File: src/design/pq4_pkg.sv
// shared types and constants for the 4-bit pq lookup-and-accumulate block
// no dependencies; used by pq4_lane, pq4_merge and the top level
package pq4_pkg;

    localparam int LANES       = 32;
    localparam int HALF_LANES  = 16;
    localparam int TABLE_BYTES = 16;
    localparam int BYTE_W      = 8;
    localparam int NIBBLE_W    = 4;
    localparam int LANE_IDX_W  = 5;
    localparam int LANE_SUM_W  = 16;

    // 16 table bytes, byte i at bits 8i+7:8i of {table_high, table_low}
    typedef logic [TABLE_BYTES-1:0][BYTE_W-1:0] table_t;

    typedef struct packed {
        logic [63:0] table_low;
        logic [63:0] table_high;
        logic [63:0] codes_low;
        logic [63:0] codes_high;
        logic        last_segment;
    } seg_word_t;

    typedef struct packed {
        logic [LANE_IDX_W-1:0] lane_index;
        logic [LANE_SUM_W-1:0] lane_sum;
        logic                  last_lane;
    } res_word_t;

    // per-segment control driven to every lane
    typedef struct packed {
        logic acc_en;   // a segment word is accepted this cycle
        logic clear;    // that word closes the run
    } lane_ctrl_t;

    // handshake between the top level and the output bank
    typedef struct packed {
        logic load;     // capture the final lane sums
    } merge_ctrl_t;

    typedef struct packed {
        logic busy;     // bank still holds sums that are not all delivered
    } merge_stat_t;

endpackage

File: src/design/pq4_lane.sv
// one scoring lane: nibble-selected table byte added into an accumulator
// depends on pq4_pkg
module pq4_lane #(
    parameter int ACC_WIDTH = 16
) (
    input  logic                      clk,
    input  logic                      rst_n,
    input  pq4_pkg::lane_ctrl_t       ctrl,
    input  pq4_pkg::table_t           table_bytes,
    input  logic [pq4_pkg::NIBBLE_W-1:0] code,
    output logic [ACC_WIDTH-1:0]      sum
);

    logic [ACC_WIDTH-1:0]          acc_reg;
    logic [ACC_WIDTH-1:0]          acc_next;
    logic [pq4_pkg::BYTE_W-1:0]    pick;

    assign pick = table_bytes[code];
    // running sum including this segment, wraps at the accumulator width
    assign sum  = acc_reg + {{(ACC_WIDTH-pq4_pkg::BYTE_W){1'b0}}, pick};

    always_comb
    begin
        acc_next = acc_reg;
        if (ctrl.clear)
        begin
            acc_next = '0;
        end
        else if (ctrl.acc_en)
        begin
            acc_next = sum;
        end
    end

    always_ff @(posedge clk or negedge rst_n)
    begin
        if (!rst_n)
        begin
            acc_reg <= '0;
        end
        else
        begin
            acc_reg <= acc_next;
        end
    end

endmodule

File: config.mk
export PLATFORM = sky130hd
export DESIGN_NAME = pq4_lane
export DESIGN_NICKNAME = d
export VERILOG_FILES = /design/src/design/pq4_pkg.sv /design/src/design/pq4_lane.sv
export SDC_FILE = /design/constraint.sdc
export NUM_CORES = 1
export LEC_CHECK = 0
export BUFFER_PORTS_ARGS = -buffer_cell sky130_fd_sc_hd__clkbuf_2
export CORE_ASPECT_RATIO = 0.9
export CORE_MARGIN = 2
export CORE_UTILIZATION = 39
export CTS_BUF_LIST = sky130_fd_sc_hd__clkbuf_16
export CTS_CLUSTER_SIZE = 30
export DETAILED_ROUTE_END_ITERATION = 7
export PLACE_DENSITY = 0.79
export SLEW_MARGIN = 15
export SYNTH_ARGS = -nofsm -noshare
export SYNTH_HDL_FRONTEND = slang
export SYNTH_SLANG_ARGS = --single-unit
export TNS_END_PERCENT = 1
File: constraint.sdc
create_clock -name clk -period 4.5 [get_ports clk]
set_input_delay 0.9 -clock clk [delete_from_list [all_inputs] [get_ports clk]]
set_output_delay 0.9 -clock clk [all_outputs]
set_load 0.02 [all_outputs]
==> results.cfg <==
[die]
core_area_um2 = 5730
fp.dieW_um = 85.3
die_area_um2 = 6580
initial_core_util = 0.405
rows = 26
die_h_um = 77.1
ios = 152

[outcome]
violations = negative setup slack
status = finished, violations left

[clocking]
numCtsBuffers = 3
path_clk_slew_ns = 0.05
ctsLongestPathBuffers = 2
cts_sinks = 16
root_buffer = clkbuf_16
insertion_delay_ns = 0.24
cts_max_level = 1
ctsHoldBuffers = 0
cts_tree = built

[logic_synthesis]
syn_inst = 190
synth.most_common_cell = mux4_1
yosys-top-cells-count = 24 x mux4_1, 20 x nor2_1, 16 x dfrtp_1, 16 x mux4_2, 10 x a21oi_1
synth_edf_count = 0
syn_nets = 335
ys.flop_type = dfrtp_1
yosys_warnings = 0
synth_top_cell_by_area = mux4_1
async_reset_ff_frac = 1.00
synth_area_per_cell_um2 = 12.2
yosys-top-cells-area = mux4_1 27%, dfrtp_1 17%, mux4_2 16%, ha_1 4.3%, xor2_1 3.4%
ys_types = 43
yosys_register_bits = 16
ys_seq_area_frac = 0.173
synthDominantCellAreaShare = 0.272
syn_area_um2 = 2320

[sta]
slew_violations = 0
setup_tns_ns = -0.441
worst_pin_slew_ns = 0.436
fmaxAchievable_mhz = 217
setup_slack_ns = -0.102
hold_slack_ns = 0.519
finalSetupViolCount = 8
fin_crit_sh = 1.02
rsz0062_at_grt = true
fin_skew_ns = 0.00215
max_slew_margin = 0.709
period_needed_ns = 4.60
final_hold_viol_count = 0

[place]
dp_hpwl_um = 6320
port_buffers = 151
pre_cts_ws_ns = -0.357
finalWeightedCongestion = 1.05

[worst_setup_path]
crit_path_end_kind = output port
crit_path_max_fanout = 10
criticalPathCategory = in -> out
reg2regPathDepth = 8
r2r_setup_slack_ns = 2.26
start_kind = input pin
required_ns = 3.60
arrival_ns = 3.70

[pwr]
power_uw = 956
ir_drop_v = 0.000177
p_per_area_nw_per_um2 = 269
leakagePower_uw = 0.00172

[run]
maxCapViolations = 0

[grt]
grt_use_total = 0.236
grt_pass1_wl_um = 12500
antenna_found_initial = 0
grt_pass1_vias = 2676
grt_overflow_total = 0
grt_max_degree = 22

[route]
wl_um = 7670
viasPerCell = 5.68
ant_nets = 0
wl_per_cell_um = 18.0
via_count = 2418
drc = 0
first_pass_iters = 4
first_iter_violations = 98

[finish]
drive_gt1_frac = 0.657
area_growth_pct = 53.2
nNetsFinal = 503
diodes = 0
largest_register_ffs = 16

[min_path]
whs_path_depth = 2
hold_class = reg -> reg
==> final cells by class <==
type | count | area, um2
fill | 469 | 2170
multi-input combinational | 154 | 1890
timing repair buffer | 179 | 1090
sequential | 16 | 400
tap | 70 | 87.6
clock buffer | 3 | 75.1
inverter | 4 | 15.0
==> per-layer routing <==
| layer | up-vias | routed length (um) | global-route usage |
|---|---|---|---|
| li1 | 1114 | - | - |
| met5 | - | 0 | 0 |
| met1 | 1164 | 2950 | 0.277 |
| met2 | 122 | 4010 | 0.427 |
| met4 | 0 | 229 | 0.0857 |
| met3 | 18 | 475 | 0.0420 |
==> layout by cell type, fill, tap and decap left out, types with 3 or more instances in the layout <==
cell         n
inv_1        4
dfrtp_1     16
buf_4       25
nand3_1      4
buf_12       3
mux2i_1      4
or3_1        3
xor2_1       6
a211oi_1     3
xnor2_1      4
xor2_2       3
ha_4         4
o31ai_1      3
o211ai_1     3
o21ai_0      3
clkbuf_16    4
nor2_1      19
or4_1        4
a21oi_2      3
a21oi_1      8
mux4_1      14
mux4_2      26
nand2_1      7
clkbuf_2   143
==> critical path, cell delays in order <==
cell	delay, ns
clkbuf_16	0.14
buf_12	0.14
mux4_1	0.53
mux4_2	0.51
ha_4	0.29
buf_4	0.12
a211oi_2	0.07
nor2_2	0.25
o22ai_4	0.16
nor3b_2	0.26
xor2_2	0.16
clkbuf_8	0.16
==> through the flow <==
step	std cells	util	instance area, um2
2_1_floorplan	190	-	2370
3_3_place_gp	418	0.575	3290
3_5_place_dp	418	0.575	3290
4_1_cts	426	0.620	3550
5_1_grt	426	0.620	3550
6_report	426	0.620	3550
==> cells by family after synthesis <==
logic type / share of synthesized area
AND/OR/NAND/NOR: 0.112
multiplexers: 0.459
AO/OA/AOI/OAI: 0.0971
XOR/XNOR: 0.0491
adder cells (fa/ha/maj): 0.0518
buffers and inverters: 0.0583
flip-flops: 0.173
==> path summary, 6_finish.rpt <==
check	endpoint	start
min	acc_reg[7]$_DFFE_PN0P_	acc_reg[7]$_DFFE_PN0P_
max	sum[14]	code[0]
min reg2reg	acc_reg[7]$_DFFE_PN0P_	acc_reg[7]$_DFFE_PN0P_
max reg2reg	acc_reg[9]$_DFFE_PN0P_	acc_reg[1]$_DFFE_PN0P_
max in group asynchronous	acc_reg[11]$_DFFE_PN0P_	rst_n
min in group asynchronous	acc_reg[14]$_DFFE_PN0P_	rst_n
==> power breakdown <==
group | switching (uW) | total, uW | internal [uW]
clock network | 56.2 | 173 | 117
logic | 294 | 605 | 311
registers | 17.5 | 178 | 161
total | 367 | 956 | 589
==> what timing repair did <==
item                                    in CTS  in global routing
cloned                                       2                  0
endpoints found under the setup margin      12                 12
buffers inserted                             3                  0
pin swaps                                   10                  6
resized for setup                           37                  6
Power figures use the tool's default switching activity.
